### config.mk
export PLATFORM = sky130hd
export DESIGN_NAME = utterance_endpoint_detector_unit
export DESIGN_NICKNAME = d
export VERILOG_FILES = /design/src/design/uted_pkg.sv /design/src/design/utterance_endpoint_detector_unit.sv /design/src/design/uted_step.sv
export VERILOG_INCLUDE_DIRS = /design/src /design/src/design
export SDC_FILE = /design/constraint.sdc
export NUM_CORES = 1
export LEC_CHECK = 0
export BUFFER_PORTS_ARGS = -buffer_cell sky130_fd_sc_hd__clkbuf_2
export CORE_AREA = 3 3 229 231
export CTS_CLUSTER_DIAMETER = 100
export DETAILED_ROUTE_END_ITERATION = 16
export DIE_AREA = 0 0 232 234
export HOLD_SLACK_MARGIN = 0.12
export PLACE_DENSITY = 0.56
export SETUP_SLACK_MARGIN = 0.1
export SLEW_MARGIN = 0
export SYNTH_ARGS = -nofsm -noshare
export SYNTH_HDL_FRONTEND = slang
export SYNTH_HIERARCHICAL = 1
export SYNTH_SLANG_ARGS = --single-unit
### constraint.sdc
create_clock -name clock -period 4 [get_ports clock]
set_input_delay 0.8 -clock clock [delete_from_list [all_inputs] [get_ports clock]]
set_output_delay 0.8 -clock clock [all_outputs]
set_load 0.02 [all_outputs]
### src/design/utterance_endpoint_detector_unit_assert.svh
// ----------------------------------------------------------------------------
// Assertion macros for the utterance endpoint detector
// Same-cycle and next-cycle implication checks, clocked and reset-gated.
// ----------------------------------------------------------------------------
`ifndef UTTERANCE_ENDPOINT_DETECTOR_UNIT_ASSERT_SVH
`define UTTERANCE_ENDPOINT_DETECTOR_UNIT_ASSERT_SVH

// Consequent must hold in the same cycle as the antecedent.
`define UTED_ASSERT_NOW(label, clk, rst, ante, cons, msg) \
   label: assert property (@(posedge clk) disable iff (rst) (ante) |-> (cons)) \
      else $error(msg);

// Consequent must hold in the cycle after the antecedent.
`define UTED_ASSERT_NEXT(label, clk, rst, ante, cons, msg) \
   label: assert property (@(posedge clk) disable iff (rst) (ante) |=> (cons)) \
      else $error(msg);

`endif

### src/design/uted_pkg.sv
// ----------------------------------------------------------------------------
// uted_pkg
// Shared types, register map and reset values of the endpoint detector.
// ----------------------------------------------------------------------------
package uted_pkg;

   localparam int TIMER_WIDTH_DEF = 16;
   localparam int LEVEL_WIDTH_DEF = 15;

   // configuration field widths
   localparam int THRESH_W = 15;
   localparam int TICK_W   = 10;
   localparam int MS_W     = 16;

   // configuration port
   localparam int CSR_ADDR_W = 5;
   localparam int CSR_DATA_W = 32;

   localparam logic [2:0] REG_LEVEL_THRESHOLD   = 3'd0;
   localparam logic [2:0] REG_TICK_MS           = 3'd1;
   localparam logic [2:0] REG_BURST_MS          = 3'd2;
   localparam logic [2:0] REG_SILENCE_END_MS    = 3'd3;
   localparam logic [2:0] REG_MAX_LENGTH_MS     = 3'd4;
   localparam logic [2:0] REG_MIN_LENGTH_MS     = 3'd5;
   localparam logic [2:0] REG_PARTIAL_PERIOD_MS = 3'd6;

   localparam logic [THRESH_W-1:0] RST_LEVEL_THRESHOLD   = 15'd25;
   localparam logic [TICK_W-1:0]   RST_TICK_MS           = 10'd100;
   localparam logic [MS_W-1:0]     RST_BURST_MS          = 16'd150;
   localparam logic [MS_W-1:0]     RST_SILENCE_END_MS    = 16'd800;
   localparam logic [MS_W-1:0]     RST_MAX_LENGTH_MS     = 16'd15000;
   localparam logic [MS_W-1:0]     RST_MIN_LENGTH_MS     = 16'd300;
   localparam logic [MS_W-1:0]     RST_PARTIAL_PERIOD_MS = 16'd500;

   typedef enum logic [1:0] {
      PH_IDLE   = 2'd0,
      PH_PRIMED = 2'd1,
      PH_SPEECH = 2'd2
   } phase_type;

   typedef struct packed {
      logic [THRESH_W-1:0] level_threshold;
      logic [TICK_W-1:0]   tick_ms;
      logic [MS_W-1:0]     burst_ms;
      logic [MS_W-1:0]     silence_end_ms;
      logic [MS_W-1:0]     max_length_ms;
      logic [MS_W-1:0]     min_length_ms;
      logic [MS_W-1:0]     partial_period_ms;
   } cfg_type;

   typedef struct packed {
      logic flush_all;
      logic trim_preroll;
      logic utterance_start;
      logic partial_request;
      logic final_decode;
      logic final_discard;
   } flags_type;

endpackage

### src/design/utterance_endpoint_detector_unit.sv
// ----------------------------------------------------------------------------
// utterance_endpoint_detector_unit
// Energy-threshold voice activity detector with hangover: one poll tick in,
// one endpoint result out.
// ----------------------------------------------------------------------------
//
//   channel  | ports   | moves
//   ---------+---------+-----------------------------------------------------
//   request  | req_*   | level, mic_active for one poll tick
//   result   | rsp_*   | phase, six event flags, speech_length_ms
//   control  | csr_*   | seven configuration registers, 4-byte spaced
//
// Flow: a request is accepted into the input register, then moves into the
// result register when that register is empty or being drained, and its
// result is offered from the result register.
// One request per cycle is sustained while rsp_tready stays high; the phase
// and timer registers close their feedback loop through the step logic.
// Stalls: while rsp_tready is low, one further request may wait in the input
// register; req_tready drops only when both registers are full and
// rsp_tready is low.
// Reset: synchronous, active high; clears phase, timers, valid flags and
// loads the configuration defaults.
//
module utterance_endpoint_detector_unit #(
   parameter int TIMER_WIDTH = uted_pkg::TIMER_WIDTH_DEF,
   parameter int LEVEL_WIDTH = uted_pkg::LEVEL_WIDTH_DEF,
   parameter int REQ_W = ((LEVEL_WIDTH + 1 + 7) / 8) * 8,
   parameter int RSP_W = ((TIMER_WIDTH + 8 + 7) / 8) * 8
) (
   input  logic                            clock,
   input  logic                            reset,
   // request: [LEVEL_WIDTH-1:0] level, [LEVEL_WIDTH] mic_active, zero fill
   input  logic                            req_tvalid,
   output logic                            req_tready,
   input  logic [REQ_W-1:0]                req_tdata,
   // result: [1:0] phase, [2] flush_all, [3] trim_preroll, [4] utterance_start,
   //   [5] partial_request, [6] final_decode, [7] final_discard,
   //   [TIMER_WIDTH+7:8] speech_length_ms, zero fill
   output logic                            rsp_tvalid,
   input  logic                            rsp_tready,
   output logic [RSP_W-1:0]                rsp_tdata,
   // configuration
   input  logic                            csr_psel,
   input  logic                            csr_penable,
   input  logic                            csr_pwrite,
   input  logic [uted_pkg::CSR_ADDR_W-1:0] csr_paddr,
   input  logic [uted_pkg::CSR_DATA_W-1:0] csr_pwdata,
   output logic [uted_pkg::CSR_DATA_W-1:0] csr_prdata,
   output logic                            csr_pready
);

`include "utterance_endpoint_detector_unit_assert.svh"

   localparam int DW = uted_pkg::CSR_DATA_W;

   // ---------------------------------------------------------------------
   // configuration registers
   // ---------------------------------------------------------------------
   uted_pkg::cfg_type cfg_ff, cfg_in;
   logic              csr_wr;
   logic [2:0]        csr_idx;

   assign csr_pready = 1'b1;
   assign csr_wr     = csr_psel & csr_penable & csr_pwrite & csr_pready;
   assign csr_idx    = csr_paddr[4:2];

   always_comb begin
      cfg_in = cfg_ff;
      if (csr_wr) begin
         case (csr_idx)
            uted_pkg::REG_LEVEL_THRESHOLD:
               cfg_in.level_threshold = csr_pwdata[uted_pkg::THRESH_W-1:0];
            uted_pkg::REG_TICK_MS:
               cfg_in.tick_ms = csr_pwdata[uted_pkg::TICK_W-1:0];
            uted_pkg::REG_BURST_MS:
               cfg_in.burst_ms = csr_pwdata[uted_pkg::MS_W-1:0];
            uted_pkg::REG_SILENCE_END_MS:
               cfg_in.silence_end_ms = csr_pwdata[uted_pkg::MS_W-1:0];
            uted_pkg::REG_MAX_LENGTH_MS:
               cfg_in.max_length_ms = csr_pwdata[uted_pkg::MS_W-1:0];
            uted_pkg::REG_MIN_LENGTH_MS:
               cfg_in.min_length_ms = csr_pwdata[uted_pkg::MS_W-1:0];
            uted_pkg::REG_PARTIAL_PERIOD_MS:
               cfg_in.partial_period_ms = csr_pwdata[uted_pkg::MS_W-1:0];
            default: begin
               // drop writes beyond the register map
            end
         endcase
      end
   end

   // read back: zero-extend the addressed register
   always_comb begin
      case (csr_idx)
         uted_pkg::REG_LEVEL_THRESHOLD:   csr_prdata = DW'(cfg_ff.level_threshold);
         uted_pkg::REG_TICK_MS:           csr_prdata = DW'(cfg_ff.tick_ms);
         uted_pkg::REG_BURST_MS:          csr_prdata = DW'(cfg_ff.burst_ms);
         uted_pkg::REG_SILENCE_END_MS:    csr_prdata = DW'(cfg_ff.silence_end_ms);
         uted_pkg::REG_MAX_LENGTH_MS:     csr_prdata = DW'(cfg_ff.max_length_ms);
         uted_pkg::REG_MIN_LENGTH_MS:     csr_prdata = DW'(cfg_ff.min_length_ms);
         uted_pkg::REG_PARTIAL_PERIOD_MS: csr_prdata = DW'(cfg_ff.partial_period_ms);
         default:                         csr_prdata = '0;
      endcase
   end

   always_ff @(posedge clock) begin
      if (reset) begin
         cfg_ff.level_threshold   <= uted_pkg::RST_LEVEL_THRESHOLD;
         cfg_ff.tick_ms           <= uted_pkg::RST_TICK_MS;
         cfg_ff.burst_ms          <= uted_pkg::RST_BURST_MS;
         cfg_ff.silence_end_ms    <= uted_pkg::RST_SILENCE_END_MS;
         cfg_ff.max_length_ms     <= uted_pkg::RST_MAX_LENGTH_MS;
         cfg_ff.min_length_ms     <= uted_pkg::RST_MIN_LENGTH_MS;
         cfg_ff.partial_period_ms <= uted_pkg::RST_PARTIAL_PERIOD_MS;
      end else begin
         cfg_ff <= cfg_in;
      end
   end

   // ---------------------------------------------------------------------
   // input register and pipeline control
   // ---------------------------------------------------------------------
   logic                   in_valid_ff;
   logic [LEVEL_WIDTH-1:0] in_level_ff;
   logic                   in_mic_ff;
   logic                   req_fire;
   logic                   step_fire;
   logic                   rsp_free;
   logic                   rsp_valid;

   // the result register can take a new tick if empty or being drained
   assign rsp_free   = !rsp_valid || rsp_tready;
   assign step_fire  = in_valid_ff && rsp_free;
   assign req_tready = !in_valid_ff || rsp_free;
   assign req_fire   = req_tvalid && req_tready;

   always_ff @(posedge clock) begin
      if (reset) begin
         in_valid_ff <= 1'b0;
      end else if (req_fire) begin
         in_valid_ff <= 1'b1;
      end else if (step_fire) begin
         in_valid_ff <= 1'b0;
      end
   end

   // payload: hold while stalled, load on accept
   always_ff @(posedge clock) begin
      if (req_fire) begin
         in_level_ff <= req_tdata[LEVEL_WIDTH-1:0];
         in_mic_ff   <= req_tdata[LEVEL_WIDTH];
      end
   end

   // ---------------------------------------------------------------------
   // detector state and step logic
   // ---------------------------------------------------------------------
   uted_pkg::phase_type    phase_ff, phase_in;
   logic [TIMER_WIDTH-1:0] primed_ff, primed_in;
   logic [TIMER_WIDTH-1:0] speech_ff, speech_in;
   logic [TIMER_WIDTH-1:0] silence_ff, silence_in;
   logic [TIMER_WIDTH-1:0] partial_ff, partial_in;
   uted_pkg::flags_type    flags_in;
   logic [TIMER_WIDTH-1:0] length_in;

   uted_step #(
      .TIMER_WIDTH (TIMER_WIDTH),
      .LEVEL_WIDTH (LEVEL_WIDTH)
   ) u_step (
      .cfg              (cfg_ff),
      .level            (in_level_ff),
      .mic_active       (in_mic_ff),
      .cur_phase        (phase_ff),
      .cur_primed       (primed_ff),
      .cur_speech       (speech_ff),
      .cur_silence      (silence_ff),
      .cur_partial      (partial_ff),
      .nxt_phase        (phase_in),
      .nxt_primed       (primed_in),
      .nxt_speech       (speech_in),
      .nxt_silence      (silence_in),
      .nxt_partial      (partial_in),
      .flags            (flags_in),
      .speech_length_ms (length_in)
   );

   // advance the detector state only when the tick moves into the result
   always_ff @(posedge clock) begin
      if (reset) begin
         phase_ff   <= uted_pkg::PH_IDLE;
         primed_ff  <= '0;
         speech_ff  <= '0;
         silence_ff <= '0;
         partial_ff <= '0;
      end else if (step_fire) begin
         phase_ff   <= phase_in;
         primed_ff  <= primed_in;
         speech_ff  <= speech_in;
         silence_ff <= silence_in;
         partial_ff <= partial_in;
      end
   end

   // ---------------------------------------------------------------------
   // result register
   // ---------------------------------------------------------------------
   logic                   rsp_valid_ff;
   uted_pkg::phase_type    rsp_phase_ff;
   uted_pkg::flags_type    rsp_flags_ff;
   logic [TIMER_WIDTH-1:0] rsp_length_ff;

   assign rsp_valid  = rsp_valid_ff;
   assign rsp_tvalid = rsp_valid_ff;

   always_ff @(posedge clock) begin
      if (reset) begin
         rsp_valid_ff <= 1'b0;
      end else if (step_fire) begin
         rsp_valid_ff <= 1'b1;
      end else if (rsp_tready) begin
         rsp_valid_ff <= 1'b0;
      end
   end

   always_ff @(posedge clock) begin
      if (step_fire) begin
         rsp_phase_ff  <= phase_in;
         rsp_flags_ff  <= flags_in;
         rsp_length_ff <= length_in;
      end
   end

   // pack: phase lowest, then the flags, then the length; the cast zero-fills
   assign rsp_tdata = RSP_W'({rsp_length_ff,
                              rsp_flags_ff.final_discard,
                              rsp_flags_ff.final_decode,
                              rsp_flags_ff.partial_request,
                              rsp_flags_ff.utterance_start,
                              rsp_flags_ff.trim_preroll,
                              rsp_flags_ff.flush_all,
                              rsp_phase_ff});

   // ---------------------------------------------------------------------
   // assertions
   // ---------------------------------------------------------------------
   `UTED_ASSERT_NOW(a_end_goes_idle, clock, reset,
      rsp_valid_ff && (rsp_flags_ff.final_decode || rsp_flags_ff.final_discard),
      rsp_phase_ff == uted_pkg::PH_IDLE,
      "utterance end did not return the phase to idle")
   `UTED_ASSERT_NOW(a_flush_alone, clock, reset,
      rsp_valid_ff && rsp_flags_ff.flush_all,
      rsp_phase_ff == uted_pkg::PH_IDLE && rsp_length_ff == '0 &&
      !rsp_flags_ff.utterance_start && !rsp_flags_ff.partial_request &&
      !rsp_flags_ff.final_decode && !rsp_flags_ff.final_discard,
      "flush result carries other events")
   `UTED_ASSERT_NOW(a_start_in_speech, clock, reset,
      rsp_valid_ff && rsp_flags_ff.utterance_start,
      rsp_phase_ff == uted_pkg::PH_SPEECH && !rsp_flags_ff.partial_request,
      "utterance start without speech phase or with a partial request")
   `UTED_ASSERT_NEXT(a_step_updates_state, clock, reset,
      step_fire,
      rsp_valid_ff && phase_ff == rsp_phase_ff,
      "state register and result phase disagree after a step")

endmodule

### src/design/uted_step.sv
// ----------------------------------------------------------------------------
// uted_step
// Next phase, timers and result flags for one poll tick.
// ----------------------------------------------------------------------------
module uted_step #(
   parameter int TIMER_WIDTH = uted_pkg::TIMER_WIDTH_DEF,
   parameter int LEVEL_WIDTH = uted_pkg::LEVEL_WIDTH_DEF
) (
   input  uted_pkg::cfg_type        cfg,
   input  logic [LEVEL_WIDTH-1:0]   level,
   input  logic                     mic_active,
   input  uted_pkg::phase_type      cur_phase,
   input  logic [TIMER_WIDTH-1:0]   cur_primed,
   input  logic [TIMER_WIDTH-1:0]   cur_speech,
   input  logic [TIMER_WIDTH-1:0]   cur_silence,
   input  logic [TIMER_WIDTH-1:0]   cur_partial,
   output uted_pkg::phase_type      nxt_phase,
   output logic [TIMER_WIDTH-1:0]   nxt_primed,
   output logic [TIMER_WIDTH-1:0]   nxt_speech,
   output logic [TIMER_WIDTH-1:0]   nxt_silence,
   output logic [TIMER_WIDTH-1:0]   nxt_partial,
   output uted_pkg::flags_type      flags,
   output logic [TIMER_WIDTH-1:0]   speech_length_ms
);

   localparam int SUM_W = ((TIMER_WIDTH > uted_pkg::TICK_W) ?
                           TIMER_WIDTH : uted_pkg::TICK_W) + 1;
   localparam int CMP_W = (TIMER_WIDTH > uted_pkg::MS_W) ? TIMER_WIDTH : uted_pkg::MS_W;
   localparam int LVL_W = (LEVEL_WIDTH > uted_pkg::THRESH_W) ?
                          LEVEL_WIDTH : uted_pkg::THRESH_W;
   localparam logic [TIMER_WIDTH-1:0] TMAX = {TIMER_WIDTH{1'b1}};

   function automatic logic [TIMER_WIDTH-1:0] sat_add(input logic [TIMER_WIDTH-1:0] t,
                                                      input logic [uted_pkg::TICK_W-1:0] d);
      logic [SUM_W-1:0] s;
      s = SUM_W'(t) + SUM_W'(d);
      if (s > SUM_W'(TMAX)) begin
         return TMAX;
      end
      return s[TIMER_WIDTH-1:0];
   endfunction

   // true when timer t has reached limit m
   function automatic logic reached(input logic [TIMER_WIDTH-1:0] t,
                                    input logic [uted_pkg::MS_W-1:0] m);
      return CMP_W'(t) >= CMP_W'(m);
   endfunction

   logic [LVL_W-1:0]        thr_cmp;
   logic                    sound;
   logic [TIMER_WIDTH-1:0]  primed_add;
   logic [TIMER_WIDTH-1:0]  speech_add;
   logic [TIMER_WIDTH-1:0]  silence_add;
   logic [TIMER_WIDTH-1:0]  partial_add;

   // threshold is masked down to the level width before the compare
   assign thr_cmp    = LVL_W'(cfg.level_threshold) & LVL_W'({LEVEL_WIDTH{1'b1}});
   assign sound      = LVL_W'(level) > thr_cmp;
   assign primed_add = sat_add(cur_primed, cfg.tick_ms);
   assign speech_add = sat_add(cur_speech, cfg.tick_ms);
   assign silence_add = sound ? '0 : sat_add(cur_silence, cfg.tick_ms);
   assign partial_add = sat_add(cur_partial, cfg.tick_ms);

   always_comb begin
      nxt_phase        = cur_phase;
      nxt_primed       = cur_primed;
      nxt_speech       = cur_speech;
      nxt_silence      = cur_silence;
      nxt_partial      = cur_partial;
      flags            = '0;
      speech_length_ms = '0;
      if (!mic_active) begin
         nxt_phase       = uted_pkg::PH_IDLE;
         flags.flush_all = 1'b1;
      end else begin
         case (cur_phase)
            uted_pkg::PH_PRIMED: begin
               nxt_primed = primed_add;
               if (!sound) begin
                  flags.trim_preroll = 1'b1;
                  nxt_phase          = uted_pkg::PH_IDLE;
               end else if (reached(primed_add, cfg.burst_ms)) begin
                  nxt_phase             = uted_pkg::PH_SPEECH;
                  nxt_speech            = primed_add;
                  nxt_silence           = '0;
                  nxt_partial           = '0;
                  flags.utterance_start = 1'b1;
                  speech_length_ms      = primed_add;
               end
            end
            uted_pkg::PH_SPEECH: begin
               nxt_speech       = speech_add;
               nxt_silence      = silence_add;
               nxt_partial      = partial_add;
               speech_length_ms = speech_add;
               if (reached(partial_add, cfg.partial_period_ms)) begin
                  nxt_partial           = '0;
                  flags.partial_request = 1'b1;
               end
               if (reached(silence_add, cfg.silence_end_ms) ||
                   reached(speech_add, cfg.max_length_ms)) begin
                  nxt_phase = uted_pkg::PH_IDLE;
                  if (reached(speech_add, cfg.min_length_ms)) begin
                     flags.final_decode = 1'b1;
                  end else begin
                     flags.final_discard = 1'b1;
                  end
               end
            end
            default: begin
               // idle, and the unused code, behave as idle
               nxt_phase          = uted_pkg::PH_IDLE;
               flags.trim_preroll = 1'b1;
               if (sound) begin
                  nxt_phase  = uted_pkg::PH_PRIMED;
                  nxt_primed = '0;
               end
            end
         endcase
      end
   end

endmodule
==> flow_metrics.env, run 1 <==
export IMPL_vias=15000
export IMPL_hold_path_class="primary input to flip-flop"
export IMPL_holdCritStartpoint="req_tdata[14]"
export IMPL_rows=82
export IMPL_place_gp_congestion=0.916
export IMPL_worstPathRequired_ns=4.44
export IMPL_arrival_ns=4.79
export IMPL_avgViaCountPerCell=5.36
export IMPL_io_pins=119
export IMPL_final_common_cell="buf_4"
export IMPL_final_setup_viol_count=70
export IMPL_startpoint_type="flip-flop"
export IMPL_skew_ns=0.0395
export IMPL_portBuffers=83
export IMPL_drtPass1Iterations=5
export IMPL_powerDensity_nw_per_um2=251
export IMPL_gr_total_overflow=0
export IMPL_clock_latency_ns=0.59
export IMPL_ir_drop_uv=272
export IMPL_setup_slack_ns=-0.344
export IMPL_seq_area_frac_synth_pct=30.7
export IMPL_tightest_slew_ns=1.05
export IMPL_grt_pass1_wl_um=87200
export IMPL_finish_instance_area_um2=20700
export IMPL_power_leakage_nw=9.06
export IMPL_ys_warn_count=6
export IMPL_clk_pin_slew_ns=0.06
export IMPL_cts_sinks=213
export IMPL_hold_ws_ns=0.382
export IMPL_cts_hold_buf=0
export IMPL_drv_cap=0
export IMPL_final_min_clock_period_ns=4.34
export IMPL_wire_per_inst_um=20.9
export IMPL_routed_wl_um=58300
export IMPL_synth_edf_count=40
export IMPL_htree_levels=1
export IMPL_antenna_cells=0
export IMPL_layout_common_cells="buf_4 (276), dfxtp_1 (165), inv_1 (126), mux2i_1 (118), ha_1 (116)"
export IMPL_critPathKind="flip-flop to flip-flop"
export IMPL_grt_setup_unrepaired="true"
export IMPL_synthArstFlopShare_pct=0
export IMPL_slew_headroom_pct=29.8
export IMPL_nNetsFinal=2306
export IMPL_numCtsBuffers=28
export IMPL_dieArea_um2=54300
export IMPL_drive_gt1_share_pct=31.4
export IMPL_period_share_pct=109
export IMPL_cts_tree="done"
export IMPL_clockRootBuffer="clkbuf_16"
export IMPL_dp_hpwl_um=42500
export IMPL_area_growth_pct=36.1
export IMPL_finalMaxSlewViolations=0
export IMPL_antenna_found_initial=2
export IMPL_syn_area_um2=15200
export IMPL_drc=0
export IMPL_ys_ff_latch=213
export IMPL_synth_avg_cell_area_um2=8.63
export IMPL_violations="negative setup slack"
export IMPL_r2r_start="cfg_ff[80]"
export IMPL_ant_nets=0
export IMPL_core_region_area_um2=50300
export IMPL_grt_usage_pct=20.6
export IMPL_clock_fmax_mhz=230
export IMPL_synthCells=1759
export IMPL_yosys_cell_types_count=88
export IMPL_die_x_um=232
export IMPL_outcome="finished, violations left"
export IMPL_worstPathMaxFanout=5
export IMPL_clockBufferDepth=3
export IMPL_grt_pass1_vias=14600
export IMPL_grt_start_max_net_pins=69
export IMPL_hold_viol=0
export IMPL_setup_tns_ns=-16.65
export IMPL_cp_startpoint="cfg_ff[80]"
export IMPL_drtIter0Drc=1253
export IMPL_ys_flop_type="dfxtp_1"
export IMPL_start_util_pct=30.2
export IMPL_place_area_um2=18100
export IMPL_endpoint_kind="flip-flop"
export IMPL_die_h_um=234
cell type report:
cell class                 instances  area [um2]
clock buffer                      35         727
tap                              672         841
sequential                       213        4680
inverter                         139         527
fill                            4975       29600
timing repair buffer             410        3230
clock inverter                    11         141
multi-input combinational       1313       10500
cell families (layout without fill, tap and decap cells):
group | after synthesis | in the layout | synth area share [%]
compound gates | 516 | 516 | 22.9
xor+xnor | 20 | 20 | 1.15
fa+ha+maj | 141 | 141 | 11.8
buf+inv | 248 | 595 | 7.23
flops | 213 | 213 | 30.7
mux | 148 | 148 | 10.1
other cells | 2 | 17 | 0.0495
simple gates | 471 | 471 | 16.1
flip-flops by register name (all words and copies together), names as in the netlist:
signal,flops
rsp_tdata,6
cfg_ff,105
partial_ff,16
silence_ff,16
phase_ff,2
rsp_tvalid,1
primed_ff,16
in_level_ff,15
in_valid_ff,1
speech_ff,16
in_mic_ff,1
rsp_length_ff,16
rsp_phase_ff,2
cell usage after synthesis, types with 9 or more instances:
cell	number	area, um2
o21ai_0	121	606
a22o_1	32	280
a211oi_1	17	128
o21a_1	19	143
nor3_1	18	90.1
dfxtp_1	173	3460
nand4_1	9	56.3
nand2b_1	106	663
a21o_1	38	285
ha_1	137	1710
edfxtp_1	40	1200
nand2_1	67	251
buf_2	23	115
o2bb2ai_1	9	78.8
clkbuf_1	55	206
nor2b_1	19	119
a211o_1	11	96.3
mux2i_1	121	1210
o211ai_1	11	82.6
nand3_1	106	531
a21oi_1	140	701
buf_4	22	165
xnor2_1	9	78.8
inv_1	136	510
nor2_1	93	349
mux2_2	26	293
a32oi_1	10	87.6
and2_1	11	68.8
or2_2	11	68.8
a31oi_1	10	62.6
a221oi_1	19	166
xor2_1	11	96.3
critical path, cell delays in order, from the launching register on:
cell and delay, ns:
dfxtp_4 0.36, ha_4 0.16, inv_2 0.05, fa_2 0.23, nor2b_2 0.06, o31a_1 0.34, o21ai_4 0.25, a21boi_2 0.11
o21ai_2 0.15, mux2i_2 0.33, inv_1 0.08, ha_1 0.29, nand4_1 0.12, buf_4 0.17, a31oi_4 0.14, a211oi_2 0.06
buf_4 0.15, a211oi_4 0.19, buf_6 0.15, o21ai_4 0.07, buf_12 0.17, buf_6 0.12, a221o_1 0.30, nand3_1 0.08
a21oi_1 0.08
path summary, 6_finish.rpt:
kind                      to  slack (ns)  cells after the start
max             speech_ff[1]       -0.34                     24
min reg2reg       cfg_ff[55]        0.49                      2
max reg2reg     speech_ff[1]       -0.34                     24
min          in_level_ff[14]        0.38                      1
metal layers:
| layer | vias up | GRT usage, % | wire, um |
|---|---|---|---|
| li1 | 7063 | - | - |
| met5 | - | 0 | 0 |
| met3 | 103 | 2.24 | 3800 |
| met1 | 7287 | 28.5 | 26200 |
| met2 | 510 | 33.7 | 26200 |
| met4 | 0 | 6.24 | 2080 |
what timing repair did:
item                                    CTS  global route
gates resized for setup                 178            85
cloned                                    1             4
endpoints found under the setup margin   72            72
buffers inserted                         32            23
pin swaps                                62            74
per-stage QoR:
step	std cells	setup slack [ns]	util [%]	power (mW)
after detailed placement	2697	-0.611	36.0	2.75
after CTS	2774	-0.237	39.9	5.21
final	2793	-0.344	41.1	5.18
after floorplan	1774	0.0845	-	2.56
after global routing	2793	-0.514	41.1	5.34
after global placement	2697	-0.583	36.0	2.74
report_power, final:
group          internal [mW]  switching [mW]
logic                  0.170           0.327
registers               2.21          0.0166
clock network           1.41            1.04
total                   3.80            1.38
No activity file was read; power rests on OpenSTA's default activity.
==> run 2: changes to the inputs <==
--- a/config.mk
+++ b/config.mk
@@ -7,12 +7,12 @@
 export NUM_CORES = 1
 export LEC_CHECK = 0
 export BUFFER_PORTS_ARGS = -buffer_cell sky130_fd_sc_hd__clkbuf_2
-export CORE_AREA = 3 3 229 231
+export CORE_AREA = 3 3 169 171
 export CTS_CLUSTER_DIAMETER = 100
 export DETAILED_ROUTE_END_ITERATION = 16
-export DIE_AREA = 0 0 232 234
+export DIE_AREA = 0 0 172 174
 export HOLD_SLACK_MARGIN = 0.12
-export PLACE_DENSITY = 0.56
+export PLACE_DENSITY = 0.86
 export SETUP_SLACK_MARGIN = 0.1
 export SLEW_MARGIN = 0
 export SYNTH_ARGS = -nofsm -noshare
==> run 2 against run 1 <==
The run still ends with negative setup slack left; worst setup slack lost 0.092 ns; sequential power is essentially flat; fmax shrank 2.1%; critical path type unchanged.
==> flow_metrics.env, run 2 (same netlist as run 1, synthesis figures left out) <==
export IMPL_outcome="finished, violations left"
export IMPL_violations="negative setup slack"
export IMPL_skew_ns=0.0163
export IMPL_arrival_ns=4.85
export IMPL_hold_viol=0
export IMPL_grt_usage_pct=34.8
export IMPL_p_seq_share_pct=43.6
export IMPL_grt_pass1_wl_um=83000
export IMPL_cts_sinks=213
export IMPL_p_int_mw=3.80
export IMPL_cts_hold_buf=0
export IMPL_holdPathEnd="in_level_ff[4]"
export IMPL_drtPass1Iterations=7
export IMPL_start_util_pct=56.1
export IMPL_final_common_cell="buf_4"
export IMPL_wire_per_inst_um=24.2
export IMPL_nNetsFinal=2292
export IMPL_clockBufferDepth=3
export IMPL_place_gp_congestion=1.03
export IMPL_drtIter0Drc=2483
export IMPL_grt_start_max_net_pins=102
export IMPL_switching_share_pct=25.7
export IMPL_ir_drop_uv=387
export IMPL_dieArea_um2=29900
export IMPL_reg2reg_to="speech_ff[13]"
export IMPL_clockRootBuffer="clkbuf_16"
export IMPL_fin_total_pwr_mw=5.12
export IMPL_rrSetupSlack_ns=-0.44
export IMPL_power_leakage_nw=8.94
export IMPL_holdCritStartpoint="req_tdata[4]"
export IMPL_slew_headroom_pct=33.4
export IMPL_hold_depth=1
export IMPL_final_setup_viol_count=70
export IMPL_routed_wl_um=59100
export IMPL_rows=60
export IMPL_pre_cts_slack_ns=-0.569
export IMPL_die_h_um=174
export IMPL_antenna_found_initial=0
export IMPL_endpoint_kind="flip-flop"
export IMPL_slowest_stage="dfxtp_4"
export IMPL_clock_latency_ns=0.56
export IMPL_portBuffers=83
export IMPL_switching_power_mw=1.32
export IMPL_core_region_area_um2=27000
export IMPL_setup_slack_ns=-0.436
export IMPL_startpoint_type="flip-flop"
export IMPL_ant_nets=0
export IMPL_finalMaxSlewViolations=0
export IMPL_final_min_clock_period_ns=4.44
export IMPL_cts_tree="done"
export IMPL_vias=16500
export IMPL_r2r_start="cfg_ff[80]"
export IMPL_regMostFlops="cfg_ff"
export IMPL_clk_pin_slew_ns=0.06
export IMPL_largest_reg_flops=105
export IMPL_numCtsBuffers=25
export IMPL_grt_pass1_vias=15500
export IMPL_finish_instance_area_um2=20000
export IMPL_p_clk_share_pct=46.6
export IMPL_comb_power_share_pct=9.9
export IMPL_hold_ws_ns=0.421
export IMPL_drv_cap=0
export IMPL_reg2reg_depth=21
export IMPL_powerDensity_nw_per_um2=256
export IMPL_path_cells="ha_4 > inv_2 > fa_2 > nor2b_2 > o31a_1 > o21ai_4 > a211oi_2 > buf_4 > buf_6 > a21o_1 > ha_1 > o21ai_2 > a211oi_2 > o211ai_1 > buf_4 > a211oi_4 > o21ai_4 > buf_12 > a221o_1 > nand3_1 > a21oi_1"
export IMPL_htree_levels=1
export IMPL_layout_common_cells="buf_4 (281), dfxtp_1 (165), inv_1 (128), mux2i_1 (119), ha_1 (113)"
export IMPL_tightest_slew_ns=0.998
export IMPL_max_stage_delay_ns=0.41
export IMPL_period_share_pct=111
export IMPL_antenna_cells=0
export IMPL_gr_total_overflow=0
export IMPL_avgViaCountPerCell=6.73
export IMPL_io_pins=119
export IMPL_grt_setup_unrepaired="true"
export IMPL_die_x_um=172
export IMPL_hold_path_class="primary input to flip-flop"
export IMPL_place_area_um2=17500
export IMPL_drc=0
export IMPL_dp_hpwl_um=38500
export IMPL_worstPathRequired_ns=4.42
export IMPL_area_growth_pct=31.8
export IMPL_worstPathMaxFanout=11
export IMPL_drive_gt1_share_pct=31.8
export IMPL_critPathKind="flip-flop to flip-flop"
export IMPL_clock_fmax_mhz=225
export IMPL_fillerInstances=1705
==> run 2: stage by stage <==
stage | TNS [ns] | util (%) | std cells
after detailed placement | -26.90 | 64.9 | 2347
after floorplan | 0 | - | 1774
final | -20.03 | 74.0 | 2446
after CTS | -5.05 | 71.2 | 2420
after global routing | -26.99 | 74.0 | 2446
after global placement | -23.27 | 64.9 | 2347
==> run 2: metal layers <==
layer / vias up / track usage [%] / share of wire [%]
met5: - / 0 / 0
li1: 7013 / - / -
met3: 398 / 5.75 / 10
met1: 7771 / 43.4 / 36
met4: 0 / 22.0 / 8.6
met2: 1289 / 55.7 / 45
==> run 2: what timing repair did <==
action	4_1_cts	5_1_grt
endpoints found under the hold margin	0	0
buffers inserted	37	28
pin swaps	42	57
endpoints found under the setup margin	72	72
gates cloned	1	3
gates resized for setup	146	98
==> run 2: worst max-delay path by stage <==
stage / from / endpoint / slack (ns) / cells after the start
floorplan: cfg_ff[80] / partial_ff[11] / 0.08 / 19
global placement: cfg_ff[84] / silence_ff[14] / -0.46 / 17
detailed placement: cfg_ff[80] / phase_ff[0] / -0.57 / 21
CTS: cfg_ff[80] / phase_ff[0] / -0.28 / 21
global route: cfg_ff[80] / partial_ff[12] / -0.60 / 22
finish: cfg_ff[80] / speech_ff[13] / -0.44 / 21
==> run 2: area by class of cell <==
cell class | count | area [um2] | share of cell area (%)
flip-flops and latches | 213 | 4680 | 23.4
well taps | 341 | 427 | 2.13
multi-input cells | 1313 | 10500 | 52.6
repair buffers | 399 | 3020 | 15.1
inverters | 139 | 522 | 2.61
clock inverters | 10 | 166 | 0.832
clock buffers | 31 | 658 | 3.29
==> run 2: critical path, delay by kind of cell (launching register included) <==
family                     cells  cell delay (ns)
AOI/OAI and AO/OA             11             2.16
adders and majority gates      3             0.72
buffers and inverters          5             0.74
DFF                            1             0.41
and+or+nand+nor                2             0.27
==> run 2: power by group through the flow <==
stage	Sequential (mW)	Clock, mW	Combinational (mW)
after floorplan	2.28	0	0.281
final	2.23	2.38	0.506
after detailed placement	2.28	0	0.450
after global placement	2.28	0	0.436
after global routing	2.23	2.47	0.526
after CTS	2.23	2.38	0.464
